<file path="src/rtl/core/fps_pkg.sv">
// Package for the flight phase sequencer: transaction structs, phase codes,
// configuration register indexes and reset values. No dependencies.
package fps_pkg;

    localparam int WINDOW_SIZE_DEF = 10;

    localparam int CFG_DATA_W  = 32;
    localparam int CFG_INDEX_W = 2;

    localparam logic [CFG_INDEX_W-1:0] CFG_BURN_TIME    = 2'd0;
    localparam logic [CFG_INDEX_W-1:0] CFG_DESCENT_TIME = 2'd1;
    localparam logic [CFG_INDEX_W-1:0] CFG_LAUNCH_CODE  = 2'd2;

    localparam logic [31:0] BURN_TIME_RST    = 32'd5000;
    localparam logic [31:0] DESCENT_TIME_RST = 32'd300000;
    localparam logic [7:0]  LAUNCH_CODE_RST  = 8'd8;

    localparam logic [2:0] PH_WAITING = 3'd0;
    localparam logic [2:0] PH_POWERED = 3'd1;
    localparam logic [2:0] PH_COAST   = 3'd2;
    localparam logic [2:0] PH_DESCENT = 3'd3;
    localparam logic [2:0] PH_LANDED  = 3'd4;
    localparam logic [2:0] PH_ABORT   = 3'd5;

    localparam logic ACT_EVALUATE = 1'b0;
    localparam logic ACT_FORCE    = 1'b1;

    typedef struct packed {
        logic        action;
        logic [2:0]  forced_phase;
        logic [31:0] now_ms;
        logic [7:0]  last_command;
        logic [15:0] pressure_sample;
    } t_in_item;

    typedef struct packed {
        logic [2:0]  phase;
        logic        phase_changed;
        logic [15:0] average_pressure;
    } t_out_item;

    // Request from the sequencer to the averaging window.
    typedef struct packed {
        logic        upd;
        logic [15:0] sample;
    } t_win_req;

endpackage

</file>
<file path="src/rtl/core/fps_divider.sv">
// Restoring serial divider, one quotient bit per cycle.
// Depends on fps_pkg only by convention; no package items are needed here.
module fps_divider #(
    parameter int DIVIDEND_W = 20,
    parameter int DIVISOR_W  = 4
) (
    input  logic                  i_clk,
    input  logic                  i_rst_n,
    input  logic                  i_start,
    input  logic [DIVIDEND_W-1:0] i_dividend,
    input  logic [DIVISOR_W-1:0]  i_divisor,
    output logic                  o_done,
    output logic [DIVIDEND_W-1:0] o_quotient
);

    localparam int CNT_W = (DIVIDEND_W > 1) ? $clog2(DIVIDEND_W) : 1;

    logic                  r_busy;
    logic                  r_done;
    logic [CNT_W-1:0]      r_cnt;
    logic [DIVIDEND_W-1:0] r_quo;
    logic [DIVISOR_W-1:0]  r_rem;
    logic [DIVISOR_W-1:0]  r_div;

    logic [DIVISOR_W:0]    shifted;
    logic [DIVISOR_W:0]    diff;
    logic                  ge;
    logic [DIVISOR_W-1:0]  n_rem;

    always_comb begin
        shifted = {r_rem, r_quo[DIVIDEND_W-1]};
        diff    = shifted - {1'b0, r_div};
        ge      = (shifted >= {1'b0, r_div});
        n_rem   = ge ? diff[DIVISOR_W-1:0] : shifted[DIVISOR_W-1:0];
    end

    always_ff @(posedge i_clk) begin
        if (!i_rst_n) begin
            r_busy <= 1'b0;
            r_done <= 1'b0;
            r_cnt  <= '0;
        end else begin
            r_done <= 1'b0;
            if (i_start) begin
                r_busy <= 1'b1;
                r_cnt  <= '0;
                r_quo  <= i_dividend;
                r_rem  <= '0;
                r_div  <= i_divisor;
            end else if (r_busy) begin
                r_rem <= n_rem;
                r_quo <= {r_quo[DIVIDEND_W-2:0], ge};
                r_cnt <= r_cnt + 1'b1;
                if (r_cnt == CNT_W'(DIVIDEND_W - 1)) begin
                    r_busy <= 1'b0;
                    r_done <= 1'b1;
                end
            end
        end
    end

    assign o_done     = r_done;
    assign o_quotient = r_quo;

endmodule

</file>
<file path="src/rtl/core/fps_window.sv">
// Moving-average window store: sample memory, write position, fill count
// and running total. Depends on fps_pkg for the request struct.
module fps_window
    import fps_pkg::*;
#(
    parameter int WINDOW_SIZE = WINDOW_SIZE_DEF,
    parameter int TOTAL_W     = 16 + $clog2(WINDOW_SIZE + 1),
    parameter int FILL_W      = $clog2(WINDOW_SIZE + 1)
) (
    input  logic               i_clk,
    input  logic               i_rst_n,
    input  t_win_req           i_req,
    output logic [TOTAL_W-1:0] o_total,
    output logic [FILL_W-1:0]  o_fill
);

    localparam int POS_W = (WINDOW_SIZE > 1) ? $clog2(WINDOW_SIZE) : 1;

    logic [15:0]        r_mem [WINDOW_SIZE];
    logic [15:0]        r_rd_data;
    logic [POS_W-1:0]   r_pos;
    logic [FILL_W-1:0]  r_fill;
    logic [TOTAL_W-1:0] r_total;

    logic               full;
    logic [TOTAL_W-1:0] n_total;
    logic [POS_W-1:0]   n_pos;

    // Entries are read only once the window is full, so every read entry
    // has been written since reset and the memory itself needs no clear.
    always_comb begin
        full = (r_fill == FILL_W'(WINDOW_SIZE));
        if (full) begin
            n_total = r_total - TOTAL_W'(r_rd_data) + TOTAL_W'(i_req.sample);
        end else begin
            n_total = r_total + TOTAL_W'(i_req.sample);
        end
        if (r_pos == POS_W'(WINDOW_SIZE - 1)) begin
            n_pos = '0;
        end else begin
            n_pos = r_pos + 1'b1;
        end
    end

    // The read port follows the write position every cycle; the position
    // moves only on an update, so the oldest sample is always ready.
    always_ff @(posedge i_clk) begin
        r_rd_data <= r_mem[r_pos];
        if (i_req.upd) begin
            r_mem[r_pos] <= i_req.sample;
        end
    end

    always_ff @(posedge i_clk) begin
        if (!i_rst_n) begin
            r_pos   <= '0;
            r_fill  <= '0;
            r_total <= '0;
        end else if (i_req.upd) begin
            r_pos   <= n_pos;
            r_total <= n_total;
            if (!full) begin
                r_fill <= r_fill + 1'b1;
            end
        end
    end

    assign o_total = r_total;
    assign o_fill  = r_fill;

endmodule

</file>
<file path="src/rtl/core/flight_phase_sequencer.sv">
// Flight phase sequencer top level: configuration registers, sequencer and
// output register. Depends on fps_pkg, fps_window and fps_divider.
//
// Usage: input transactions arrive on i_in_valid / i_in_item and are taken
// when o_in_stall is low. Each transaction yields exactly one result on
// o_out_valid / o_out_item, taken when i_out_stall is low. The block holds
// one transaction at a time and raises o_in_stall until it has moved that
// transaction's result into the output register.
// A forced phase or an evaluation outside coast passes from acceptance
// through the evaluate and finish states to o_out_valid. A coast evaluation
// also passes through the window update, divider start and divider wait
// states, where the serial divider forms the window average one quotient
// bit per cycle.
// A new transaction can be accepted while an earlier result still waits in
// the output register; a finished result waits inside until the register
// frees up, and no result is lost while the receiver stalls.
// Configuration writes on i_cfg_we take effect at the next clock edge.
// Reset returns the phase to waiting, clears entry time, averages and the
// window fill and total, and loads the default configuration.
module flight_phase_sequencer
    import fps_pkg::*;
#(
    parameter int WINDOW_SIZE = WINDOW_SIZE_DEF
) (
    input  logic                   i_clk,
    input  logic                   i_rst_n,
    input  logic                   i_cfg_we,
    input  logic [CFG_INDEX_W-1:0] i_cfg_index,
    input  logic [CFG_DATA_W-1:0]  i_cfg_data,
    input  logic                   i_in_valid,
    output logic                   o_in_stall,
    input  t_in_item               i_in_item,
    output logic                   o_out_valid,
    input  logic                   i_out_stall,
    output t_out_item              o_out_item
);

    localparam int FILL_W  = $clog2(WINDOW_SIZE + 1);
    localparam int TOTAL_W = 16 + FILL_W;

    typedef enum logic [2:0] {
        ST_IDLE,
        ST_EVAL,
        ST_WIN_UPD,
        ST_DIV_START,
        ST_DIV_WAIT,
        ST_FINISH
    } t_state;

    t_state      r_state, n_state;
    t_in_item    r_item;
    logic [31:0] r_burn_time;
    logic [31:0] r_descent_time;
    logic [7:0]  r_launch_code;
    logic [2:0]  r_phase, n_phase;
    logic [31:0] r_entry, n_entry;
    logic [15:0] r_prev_avg, n_prev_avg;
    logic [15:0] r_latest_avg, n_latest_avg;
    logic        r_changed, n_changed;
    logic        r_out_valid, n_out_valid;
    t_out_item   r_out, n_out;

    t_win_req           win_req;
    logic [TOTAL_W-1:0] win_total;
    logic [FILL_W-1:0]  win_fill;
    logic               div_start;
    logic               div_done;
    logic [TOTAL_W-1:0] div_quo;
    logic [31:0]        elapsed;
    logic [15:0]        avg;

    fps_window #(
        .WINDOW_SIZE (WINDOW_SIZE),
        .TOTAL_W     (TOTAL_W),
        .FILL_W      (FILL_W)
    ) u_window (
        .i_clk   (i_clk),
        .i_rst_n (i_rst_n),
        .i_req   (win_req),
        .o_total (win_total),
        .o_fill  (win_fill)
    );

    fps_divider #(
        .DIVIDEND_W (TOTAL_W),
        .DIVISOR_W  (FILL_W)
    ) u_divider (
        .i_clk      (i_clk),
        .i_rst_n    (i_rst_n),
        .i_start    (div_start),
        .i_dividend (win_total),
        .i_divisor  (win_fill),
        .o_done     (div_done),
        .o_quotient (div_quo)
    );

    always_comb begin
        n_state      = r_state;
        n_phase      = r_phase;
        n_entry      = r_entry;
        n_prev_avg   = r_prev_avg;
        n_latest_avg = r_latest_avg;
        n_changed    = r_changed;
        n_out        = r_out;
        n_out_valid  = r_out_valid && i_out_stall;

        win_req.upd    = 1'b0;
        win_req.sample = r_item.pressure_sample;
        div_start      = 1'b0;
        elapsed        = r_item.now_ms - r_entry;
        avg            = div_quo[15:0];

        case (r_state)
            ST_IDLE: begin
                if (i_in_valid) begin
                    n_state = ST_EVAL;
                end
            end
            ST_EVAL: begin
                n_state   = ST_FINISH;
                n_changed = 1'b0;
                if (r_item.action == ACT_FORCE) begin
                    if (r_item.forced_phase <= PH_ABORT) begin
                        n_phase   = r_item.forced_phase;
                        n_entry   = r_item.now_ms;
                        n_changed = (r_item.forced_phase != r_phase);
                    end
                end else begin
                    case (r_phase)
                        PH_WAITING: begin
                            if (r_item.last_command == r_launch_code) begin
                                n_phase   = PH_POWERED;
                                n_entry   = r_item.now_ms;
                                n_changed = 1'b1;
                            end
                        end
                        PH_POWERED: begin
                            if (elapsed > r_burn_time) begin
                                n_phase   = PH_COAST;
                                n_entry   = r_item.now_ms;
                                n_changed = 1'b1;
                            end
                        end
                        PH_COAST: begin
                            n_state = ST_WIN_UPD;
                        end
                        PH_DESCENT: begin
                            if (elapsed > r_descent_time) begin
                                n_phase   = PH_LANDED;
                                n_entry   = r_item.now_ms;
                                n_changed = 1'b1;
                            end
                        end
                        default: begin
                        end
                    endcase
                end
            end
            ST_WIN_UPD: begin
                win_req.upd = 1'b1;
                n_state     = ST_DIV_START;
            end
            ST_DIV_START: begin
                div_start = 1'b1;
                n_state   = ST_DIV_WAIT;
            end
            ST_DIV_WAIT: begin
                if (div_done) begin
                    n_state      = ST_FINISH;
                    n_latest_avg = avg;
                    // On the apogee item the previous average keeps its value.
                    if ((r_prev_avg != 16'd0) && (avg > r_prev_avg)) begin
                        n_phase   = PH_DESCENT;
                        n_entry   = r_item.now_ms;
                        n_changed = 1'b1;
                    end else begin
                        n_prev_avg = avg;
                    end
                end
            end
            ST_FINISH: begin
                if (!r_out_valid || !i_out_stall) begin
                    n_out.phase            = r_phase;
                    n_out.phase_changed    = r_changed;
                    n_out.average_pressure = r_latest_avg;
                    n_out_valid            = 1'b1;
                    n_state                = ST_IDLE;
                end
            end
            default: begin
                n_state = ST_IDLE;
            end
        endcase
    end

    always_ff @(posedge i_clk) begin
        if (!i_rst_n) begin
            r_state        <= ST_IDLE;
            r_burn_time    <= BURN_TIME_RST;
            r_descent_time <= DESCENT_TIME_RST;
            r_launch_code  <= LAUNCH_CODE_RST;
            r_phase        <= PH_WAITING;
            r_entry        <= '0;
            r_prev_avg     <= '0;
            r_latest_avg   <= '0;
            r_changed      <= 1'b0;
            r_out_valid    <= 1'b0;
        end else begin
            r_state      <= n_state;
            r_phase      <= n_phase;
            r_entry      <= n_entry;
            r_prev_avg   <= n_prev_avg;
            r_latest_avg <= n_latest_avg;
            r_changed    <= n_changed;
            r_out_valid  <= n_out_valid;
            if (i_cfg_we) begin
                case (i_cfg_index)
                    CFG_BURN_TIME:    r_burn_time    <= i_cfg_data;
                    CFG_DESCENT_TIME: r_descent_time <= i_cfg_data;
                    CFG_LAUNCH_CODE:  r_launch_code  <= i_cfg_data[7:0];
                    default: begin
                    end
                endcase
            end
        end
        r_out <= n_out;
        if (r_state == ST_IDLE && i_in_valid) begin
            r_item <= i_in_item;
        end
    end

    assign o_in_stall  = (r_state != ST_IDLE);
    assign o_out_valid = r_out_valid;
    assign o_out_item  = r_out;

endmodule

</file>
<file path="config.mk">
export PLATFORM = sky130hd
export DESIGN_NAME = flight_phase_sequencer
export DESIGN_NICKNAME = d
export VERILOG_FILES = /design/src/rtl/core/fps_pkg.sv /design/src/rtl/core/fps_divider.sv /design/src/rtl/core/fps_window.sv /design/src/rtl/core/flight_phase_sequencer.sv
export SDC_FILE = /design/constraint.sdc
export NUM_CORES = 1
export LEC_CHECK = 0
export ABC_CLOCK_PERIOD_IN_PS = 4600
export BUFFER_PORTS_ARGS = -buffer_cell sky130_fd_sc_hd__buf_2
export CAP_MARGIN = 10
export CORE_MARGIN = 3
export CORE_UTILIZATION = 30
export CTS_CLUSTER_DIAMETER = 100
export CTS_CLUSTER_SIZE = 24
export DETAILED_ROUTE_END_ITERATION = 10
export SYNTH_ARGS = -nofsm -noshare
export SYNTH_HDL_FRONTEND = slang
export SYNTH_SLANG_ARGS = --single-unit
</file>
<file path="constraint.sdc">
create_clock -name i_clk -period 4.6 [get_ports i_clk]
set_input_delay 0.23 -clock i_clk [delete_from_list [all_inputs] [get_ports i_clk]]
set_output_delay 0.23 -clock i_clk [all_outputs]
set_load 0.01 [all_outputs]
</file>
# ---- Word level (Yosys, flattened, before mapping)
# Memories as Yosys holds them, arrays and structs flattened. A register that Yosys moved wholly into a read port is not among the register bits.
# Index checks and enable logic that the tools add are counted.
dict set report word_totals {
  regBits 287
  word_cells 145
  input_bits 99
  mem_bits_rw 160
  memories 1
  out_inout_bits 22
}
dict set report classes {
  n_reduce_logical 27
  eq_ne 24
  n_mux 49
  n_addsub 8
  n_lt_le_gt_ge 5
  bitwise_logic 4
}
# name depth word_bits rd rd_ports_with_merged_regs wr line_no
set mem_list {}
lappend mem_list {u_window.r_mem 10 16 1 1 1 fps_window.sv:19} ;# logic [15:0] r_mem [WINDOW_SIZE];
# cell n
set ops {}
lappend ops {{2-to-1 mux 32 bit} 7}
lappend ops {{case mux 32 bit (3 select lines)} 1}
lappend ops {{greater-than comparator 32 bit} 2}
lappend ops {{case mux 32 bit (2 select lines)} 1}
lappend ops {{2-to-1 mux 20 bit} 3}
lappend ops {{adder 20 x 16 -> 20 bit} 2}
lappend ops {{2-to-1 mux 3 bit} 12}
lappend ops {{subtractor 32 bit} 1}
lappend ops {{subtractor 20 x 16 -> 20 bit} 1}
lappend ops {{case mux 3 bit (6 select lines)} 1}
lappend ops {{2-to-1 mux 1 bit} 17}
lappend ops {{greater-than comparator 16 bit} 1}
lappend ops {{AND reduction 2 bit} 8}
lappend ops {{nonzero test 16 bit} 1}
lappend ops {{== test 3 x 2 -> 1 bit (second input constant)} 4}
lappend ops {{2-to-1 mux 4 bit} 3}
lappend ops {{inequality test 4 bit (second input constant)} 3}
lappend ops {{case mux 3 bit (3 select lines)} 1}
lappend ops {{AND reduction 3 bit} 3}
lappend ops {{adder 4 x 1 -> 4 bit (second input constant)} 2}
lappend ops {{== test 4 bit (second input constant)} 2}
lappend ops {{== test 8 bit} 1}
lappend ops {{AND reduction 8 bit} 1}
lappend ops {{== test 3 x 1 -> 1 bit (second input constant)} 2}
lappend ops {{other kinds (26)} 37}

# ---- Logic depth before layout (Yosys ltp)
# Gate-level depths: netlist (run 1).
dict set report depth {
  depth_word 6
  ltp_mapped 22
}

# ---- Modules after synthesis
# From an unflattened synthesis (run 1), not the netlist that was laid out.
dict set report hier_totals {
  cells_unflattened 2141
  hier_area_um2 23492.5
}
# mod seq_area_each_um2 cells_each instances area_each_um2
set by_module_without_submodules {}
lappend by_module_without_submodules {flight_phase_sequencer 5285.1 1264 1 11944.0}
lappend by_module_without_submodules {fps_window 5685.5 763 1 9953.3}
lappend by_module_without_submodules {fps_divider 980.9 114 1 1595.3}

# ---- Least setup slack after synthesis (run 1)
# OpenSTA, ideal clock, no wires.
dict set report synth_path {
  path_type {reg2reg}
  start {register r_item[24] in the netlist's numbering}
  end {register r_entry[23]}
  setup_time_ns 0.132
  arrival_time_ns 4.006
  stages_incl_launch_ff 23
  period_less_slack_ns 4.139
  path_buffers 1
  setup_slack_ns 0.461
  cell_sequence {edfxtp_1 > inv_1 > ha_1 > inv_1 > fa_1 > a211oi_1 > o211ai_1 > nand2_1 > o211ai_1 > a31oi_1 > nand2_1 > a2111o_1 > nand3_1 > ha_1 > nand4_1 > nor3_1 > a221oi_1 > o21ai_0 > o211ai_2 > nand4_1 > clkbuf_1 > nand3_1 > a21oi_1}
}
dict set report synth_via {
  elab_chain_cells 4
  elab_cells_between_ends 6
  classes_between {add/sub: 1; order compare: 2; eq/ne: 2; reduce/logical: 1}
}
# item line_no
set synth_rtl {}
lappend synth_rtl {{from (decl)} flight_phase_sequencer.sv:51} ;# t_in_item r_item;
lappend synth_rtl {{from (signal assigned)} flight_phase_sequencer.sv:228} ;# r_item <= i_in_item;
lappend synth_rtl {{subtractor 32 bit (*)} flight_phase_sequencer.sv:110} ;# elapsed = r_item.now_ms - r_entry;
lappend synth_rtl {{greater-than comparator 32 bit, on equally long branches} {flight_phase_sequencer.sv:148, flight_phase_sequencer.sv:138}}
lappend synth_rtl {{inequality test 4 bit (no source line)} --}
lappend synth_rtl {{AND reduction 8 bit (no source line) (*)} --}
lappend synth_rtl {{to (signal assigned)} flight_phase_sequencer.sv:211} ;# r_entry <= n_entry;
lappend synth_rtl {{to (decl)} flight_phase_sequencer.sv:56} ;# logic [31:0] r_entry, n_entry;
# Every way passes the cells marked *; elsewhere a longest branch is shown, timed or not.
# A chain may end at the register's enable or synchronous reset.

# ---- Worst setup path after layout (run 1)
dict set report layout_path {
  start {register r_entry[1]}
  end {register r_phase[1]}
}
dict set report layout_via {
  elab_chain_cells 4
  elab_cells_between_ends 6
  classes_between {add/sub: 1; order compare: 2; eq/ne: 2; reduce/logical: 1}
}
# item line_no
set layout_rtl {}
lappend layout_rtl {{subtractor 32 bit (*)} flight_phase_sequencer.sv:110}
lappend layout_rtl {{greater-than comparator 32 bit, on equally long branches} {flight_phase_sequencer.sv:148, flight_phase_sequencer.sv:138}}
lappend layout_rtl {{inequality test 4 bit (no source line)} --}
lappend layout_rtl {{AND reduction 8 bit (no source line) (*)} --}
lappend layout_rtl {{to (signal assigned)} flight_phase_sequencer.sv:210} ;# r_phase <= n_phase;
lappend layout_rtl {{to (decl)} flight_phase_sequencer.sv:55} ;# logic [2:0] r_phase, n_phase;
# Marks and branches as above.

==> results of run 1 <==
how the worst min path moves through the flow:
stage                     slack [ps]  cells past startpoint                to           from
after floorplan                  330                      0         r_item[0]   i_in_item[0]
after global placement           410                      1        r_item[53]  i_in_item[53]
after CTS                        200                      2  r_launch_code[3]        i_rst_n
after detailed placement         410                      1        r_item[41]  i_in_item[41]
after global routing             250                      2  r_launch_code[3]        i_rst_n
final                            230                      2  r_launch_code[3]        i_rst_n
metrics by stage:
stage / hold slack (ps) / setup TNS, ps / total power, W / setup WS (ps)
2_1_floorplan: 329 / 0 / 0.00593 / 461
3_3_place_gp: 406 / -2990 / 0.00642 / -127
3_5_place_dp: 408 / -5350 / 0.00649 / -192
4_1_cts: 203 / 0 / 0.00905 / 0.509
5_1_grt: 251 / -4800 / 0.00958 / -184
6_report: 233 / 0 / 0.00911 / 16.1
Yosys cell counts, drive strengths merged, types with 9 or more instances:
cell    count
xor2       20
mux2i      45
a31oi      12
edfxtp    268
nand4      29
buf        13
nor2       97
xnor2      52
o21a       10
ha        156
nand3      55
fa         19
inv       207
nand2b      9
o21ai     120
nor2b      34
a21oi     224
dfxtp     195
mux4       32
a21o       22
a211oi     36
o211ai     32
o21bai      9
clkbuf     76
and3        9
nor3       28
nand2     267
nor4       11
critical path: cells and delay by family (launching register included):
kind | cells | cell delay, ps
compound gates | 11 | 2180
simple gates | 4 | 710
fa+ha+maj | 2 | 610
buf+inv | 3 | 450
flops | 1 | 340
xor+xnor | 1 | 220
power breakdown:
part           total (W)  internal (W)  switching, W  leakage [nW]
clock network    0.00248       0.00111       0.00136         0.368
logic            0.00200      0.000840       0.00116          5.49
registers        0.00463       0.00453      0.000106          4.03
registers in the layout, indices dropped and copies added (netlist names):
| name | flops |
|---|---|
| u_divider.r_div | 4 |
| r_descent_time | 32 |
| r_launch_code | 8 |
| r_latest_avg | 16 |
| r_changed | 1 |
| u_divider.r_cnt | 5 |
| r_entry | 32 |
| u_window.r_mem | 160 |
| u_divider.o_done | 1 |
| o_out_valid | 1 |
| u_window.r_pos | 4 |
| r_state | 3 |
| u_window.o_total | 20 |
| u_window.o_fill | 4 |
| r_burn_time | 32 |
| u_divider.r_busy | 1 |
| u_divider.o_quotient | 20 |
| r_item | 60 |
| u_divider.r_rem | 4 |
| r_phase | 3 |
| u_window.r_rd_data | 16 |
| o_out_item | 20 |
| r_prev_avg | 16 |
layer usage:
metal,track usage,share of wire,vias up
met4,0.0318,0.021,2
met3,0.0163,0.045,76
met2,0.229,0.45,382
li1,-,-,8123
met1,0.202,0.48,8149
met5,0,0.00022,-
cell families after synthesis:
logic type	synth area share
adder cells (fa/ha/maj)	0.102
multiplexers	0.0517
XOR/XNOR	0.0276
AND/OR/NAND/NOR	0.111
AO/OA/AOI/OAI	0.136
flip-flops	0.522
buffers and inverters	0.0491
area by class of cell:
cell class	count	share of cell area
clock buffers	39	0.0255
clock inverters	5	0.00278
inverters	207	0.0289
multi-input cells	1403	0.375
flip-flops and latches	463	0.443
well taps	969	0.0449
repair buffers	280	0.0802
repair_timing:
action / CTS / global route
cloned: 1 / 5
buffers inserted: 3 / 13
resized for setup: 13 / 67
hold buffers: 94 / 0
pin swaps: 7 / 35
hold endpoints to repair: 129 / 0
setup endpoints to repair: 33 / 36
==> flow_metrics.env, run 1 <==
export IMPL_cts_buffers=24
export IMPL_worst_r2r_setup_slack_ps=20
export IMPL_powerDensity_mw_per_mm2=337
export IMPL_multiInputGateArea_sq_mm=0.0101
export IMPL_fp_coreArea_sq_mm=0.0749
export IMPL_postPlaceCellArea_sq_mm=0.0248
export IMPL_crit_start="r_entry[1]"
export IMPL_final_common_cell="edfxtp_1"
export IMPL_hold_viol=0
export IMPL_fin_crit_sh=0.996
export IMPL_regToRegStartpoint="r_entry[1]"
export IMPL_wl_um=58900
export IMPL_cpPeakStageDelay_ps=370
export IMPL_rows=100
export IMPL_ys_seq_area_frac=0.522
export IMPL_syn_area_sq_mm=0.0229
export IMPL_p_leak_nw=9.90
export IMPL_cp_max_fo=8
export IMPL_dp_hpwl_um=41100
export IMPL_cts_tree="yes"
export IMPL_synth_edf_count=268
export IMPL_regArea_sq_mm=0.0120
export IMPL_fin_skew_ps=18.6
export IMPL_htreeDepth=1
export IMPL_tightest_slew_ps=1110
export IMPL_utilization=0.360
export IMPL_clk_latency_ps=580
export IMPL_netlist_top_cell_by_area="edfxtp_1"
export IMPL_avgSynthCellArea_sq_um=10.6
export IMPL_reg2reg_to="r_phase[1]"
export IMPL_synth_top_area_frac=0.352
export IMPL_cts_buffer_depth=3
export IMPL_clk_pin_slew_ps=100
export IMPL_ir_worst_vdd_uv=220
export IMPL_antenna_cells=0
export IMPL_critPathSlowestCell="and4_4"
export IMPL_dp_cells=3206
export IMPL_crit_chain="inv_1 -> ha_1 -> nor2b_1 -> o31a_1 -> buf_4 -> o21ai_1 -> o21bai_1 -> a21oi_1 -> o21bai_1 -> a21oi_1 -> xnor2_1 -> ha_1 -> nand4_1 -> nor2_1 -> a221o_1 -> o31a_1 -> o211ai_2 -> and4_4 -> clkbuf_16 -> o21ai_0 -> a21oi_1"
export IMPL_fin_area_sq_mm=0.0270
export IMPL_syn_inst=2162
export IMPL_grt_pass1_vias=16345
export IMPL_dieHeight_um=282
export IMPL_grt_max_degree=84
export IMPL_clock_fmax_ghz=0.218
export IMPL_syn_num_nets=2436
export IMPL_detail_route_antenna_nets=0
export IMPL_cap_violations=0
export IMPL_fin_crit_ps=4580
export IMPL_gr_total_overflow=0
export IMPL_areaGrowthSynthToFinish_pct=18.1
export IMPL_io_pins=121
export IMPL_slew_headroom=0.258
export IMPL_critical_path_class="reg -> reg"
export IMPL_grt_pass1_wl_um=90000
export IMPL_finalSetupViolCount=0
export IMPL_via_per_inst=4.97
export IMPL_portBuffers=120
export IMPL_fin_cells=3366
export IMPL_final_nets=2653
export IMPL_synthArstFlopShare=0
export IMPL_rsz0062_at_grt="true"
export IMPL_grtUsageTotal=0.141
export IMPL_yosysWarnings=0
export IMPL_vias=16732
export IMPL_drive_gt1_frac=0.136
export IMPL_ff2ff_path_depth=21
export IMPL_synth_area_leaders="edfxtp_1 35%, dfxtp_1 17%, ha_1 8.5%, a21oi_1 4.9%, nand2_1 4.4%"
export IMPL_cts_sinks=463
export IMPL_antenna_found_initial=5
export IMPL_firstDrtPassIters=5
export IMPL_place_congestion=0.894
export IMPL_run_status="finished clean"
export IMPL_cts_root_buf="clkbuf_16"
export IMPL_most_common_layout_cells="268 x edfxtp_1, 263 x nand2_1, 218 x a21oi_1"
export IMPL_start_util=0.305
export IMPL_synth_ff_type="edfxtp_1"
export IMPL_worst_setup_path_end_kind="flop"
export IMPL_worstPathArrival_ps=5080
export IMPL_fp_dieArea_sq_mm=0.0796
export IMPL_drcViolationCount=0
export IMPL_fp_dieW_um=282
export IMPL_fillers=7326
export IMPL_finalMaxSlewViolations=0
export IMPL_start_kind="flop"
export IMPL_required_ps=5100
export IMPL_crit_path_frequent_cell="a21oi_1"
export IMPL_drtIter0Drc=1058
export IMPL_hp_class="in -> reg"
export IMPL_crit_end="r_phase[1]"
export IMPL_ys_seq_elements=463
export IMPL_ys_types=70
export IMPL_post_drt_wl_per_cell_um=17.5
Power figures use the tool's default switching activity.
==> run 2, diff against run 1 <==
Settings changed: CELL_PAD_IN_SITES_DETAIL_PLACEMENT set to 2, CELL_PAD_IN_SITES_GLOBAL_PLACEMENT set to 2, PLACE_DENSITY set to 0.58.
==> run 2 against run 1 <==
- the flow now finishes with violations (negative setup slack)
- global-route usage grew 4.1 points
- combinational power grew 17%
- clock power grew 8.9%
- final area grew 3.1%
- clock skew grew 19 ps
- critical path depth shrank 2
- final cell count grew 2.3%
- register-to-register slack lost 110 ps
- die area is the same
- via count grew 3.8%
- power grew 6.4%
- core utilization grew 1.1 points
- critical path type unchanged
- largest power group unchanged
==> flow_metrics.env, run 2 (synthesis results as in run 1) <==
export IMPL_run_status="finished, violations left"
export IMPL_violations="negative setup slack"
export IMPL_cap_violations=0
export IMPL_cpPeakStageDelay_ps=460
export IMPL_post_drt_wl_per_cell_um=21.7
export IMPL_cts_tree="yes"
export IMPL_via_per_inst=5.04
export IMPL_multiInputGateArea_sq_mm=0.0104
export IMPL_regToRegStartpoint="r_item[30]"
export IMPL_fp_dieW_um=282
export IMPL_largest_register_ff_count=160
export IMPL_cts_sinks=463
export IMPL_p_switching_w=0.00297
export IMPL_grt_max_degree=75
export IMPL_utilization=0.372
export IMPL_clk_latency_ps=610
export IMPL_holdWs_ps=201
export IMPL_start_util=0.305
export IMPL_critPathSlowestCell="edfxtp_1"
export IMPL_finalSetupViolCount=34
export IMPL_htreeDepth=1
export IMPL_worst_r2r_setup_slack_ps=-90
export IMPL_crit_chain="ha_4 -> a2111o_1 -> o211ai_4 -> a21oi_4 -> a2111oi_4 -> nor2_1 -> a21oi_1 -> xnor2_1 -> ha_1 -> nand4_1 -> nor4_2 -> buf_4 -> o31a_1 -> o211ai_2 -> nand4_1 -> buf_6 -> clkbuf_16 -> nand3_1 -> a21oi_1"
export IMPL_cts_buffers=27
export IMPL_vias=17365
export IMPL_final_common_cell="edfxtp_1"
export IMPL_grt_pass1_wl_um=113000
export IMPL_worst_slack_ps=-89.1
export IMPL_whs_endpoint="r_launch_code[3]"
export IMPL_combPwrFrac=0.241
export IMPL_top_regs="u_window.r_mem x160, r_item x60"
export IMPL_grtUsageTotal=0.182
export IMPL_fin_crit_ps=4690
export IMPL_regArea_sq_mm=0.0120
export IMPL_grt_pass1_vias=18760
export IMPL_p_leak_nw=10.3
export IMPL_slew_headroom=0.223
export IMPL_rows=100
export IMPL_dieHeight_um=282
export IMPL_hp_class="in -> reg"
export IMPL_critical_path_class="reg -> reg"
export IMPL_switching_share=0.307
export IMPL_ir_worst_vdd_uv=262
export IMPL_clock_fmax_ghz=0.213
export IMPL_min_path_cells=3
export IMPL_drive_gt1_frac=0.179
export IMPL_powerDensity_mw_per_mm2=348
export IMPL_cp_max_fo=8
export IMPL_postPlaceCellArea_sq_mm=0.0252
export IMPL_fin_cells=3444
export IMPL_finalMaxSlewViolations=0
export IMPL_fin_crit_sh=1.02
export IMPL_final_nets=2727
export IMPL_dp_hpwl_um=53100
export IMPL_fp_coreArea_sq_mm=0.0749
export IMPL_rsz0062_at_grt="true"
export IMPL_tightest_slew_ps=1170
export IMPL_fin_area_sq_mm=0.0279
export IMPL_p_int_w=0.00672
export IMPL_cts_buffer_depth=3
export IMPL_most_common_layout_cells="268 x edfxtp_1, 264 x nand2_1, 204 x inv_1"
export IMPL_start_kind="flop"
export IMPL_detail_route_antenna_nets=0
export IMPL_portBuffers=120
export IMPL_hold_viol=0
export IMPL_worstHoldStart="i_rst_n"
export IMPL_io_pins=121
export IMPL_pwr_share_seq=0.480
export IMPL_power_w=0.00969
export IMPL_fp_dieArea_sq_mm=0.0796
export IMPL_worst_setup_path_end_kind="flop"
export IMPL_place_congestion=0.807
export IMPL_gr_total_overflow=0
export IMPL_clkPwrFrac=0.279
export IMPL_dp_cells=3266
export IMPL_firstDrtPassIters=4
export IMPL_ff2ff_path_depth=19
export IMPL_fin_skew_ps=37.4
export IMPL_drcViolationCount=0
export IMPL_worstPathArrival_ps=5220
export IMPL_fillers=7979
export IMPL_required_ps=5130
export IMPL_clk_pin_slew_ps=90
export IMPL_drtIter0Drc=746
export IMPL_top_register="u_window.r_mem"
export IMPL_cts_root_buf="clkbuf_16"
export IMPL_wl_um=74600
export IMPL_areaGrowthSynthToFinish_pct=21.8
export IMPL_reg2reg_to="r_entry[4]"
export IMPL_antenna_found_initial=2
[run 2: cell types whose count changed in the layout (fill, tap and decap cells not counted), sizes merged]
cell	before	now
bufinv	1	0
clkinvlp	0	1
inv	210	217
diode	0	1
clkbuf	43	38
buf	182	254
clkinv	1	4
[run 2: layer usage]
| layer | share of wire | track usage |
|---|---|---|
| met1 | 0.50 | 0.265 |
| met2 | 0.46 | 0.301 |
| met3 | 0.020 | 0.0137 |
| met4 | 0.015 | 0.0296 |
| met5 | 0 | 0 |
[run 2: critical path: cells and delay by family (launching register included)]
kind | cells | cell delay (ps)
compound gates | 8 | 1860
xor+xnor | 1 | 120
fa+ha+maj | 2 | 590
buf+inv | 3 | 580
flops | 1 | 460
simple gates | 5 | 980
[run 2: worst max path at each step]
stage | start | to | slack, ps | cells past startpoint
4_1_cts | r_item[24] | r_entry[10] | -50 | 23
6_report | r_item[30] | r_entry[4] | -90 | 19
5_1_grt | r_item[30] | r_entry[14] | -330 | 22
2_1_floorplan | r_item[24] | r_entry[23] | 460 | 22
3_3_place_gp | r_item[24] | r_entry[15] | -670 | 20
3_5_place_dp | r_item[24] | r_entry[23] | -710 | 20
[run 2: power groups by stage]
stage	logic, W	registers, W	clock network (W)
2_1_floorplan	0.00123	0.00470	0
3_3_place_gp	0.00195	0.00474	0
3_5_place_dp	0.00203	0.00474	0
4_1_cts	0.00218	0.00465	0.00284
5_1_grt	0.00261	0.00467	0.00297
6_report	0.00234	0.00465	0.00270
[run 2: what timing repair did]
item	in CTS	in global routing
endpoints found under the setup margin	36	36
endpoints found under the hold margin	134	0
resized for setup	37	83
hold buffers	94	0
pin swaps	16	43
gates cloned	1	3
buffers inserted	10	21
[run 2: final cells by class]
cell class	instances	share of cell area
Inverter	207	0.0280
Antenna cell	1	0.0000898
Sequential cell	463	0.429
Multi-Input combinational cell	1403	0.372
Timing Repair Buffer	351	0.0958
Clock inverter	15	0.00503
Clock buffer	35	0.0260
Tap cell	969	0.0435
[run 2: per-stage QoR]
stage | setup TNS [ps] | worst slack, ps
floorplan | 0 | 461
global placement | -22800 | -665
detailed placement | -22520 | -706
CTS | -174 | -50.0
global route | -10340 | -330
finish | -1470 | -89.1
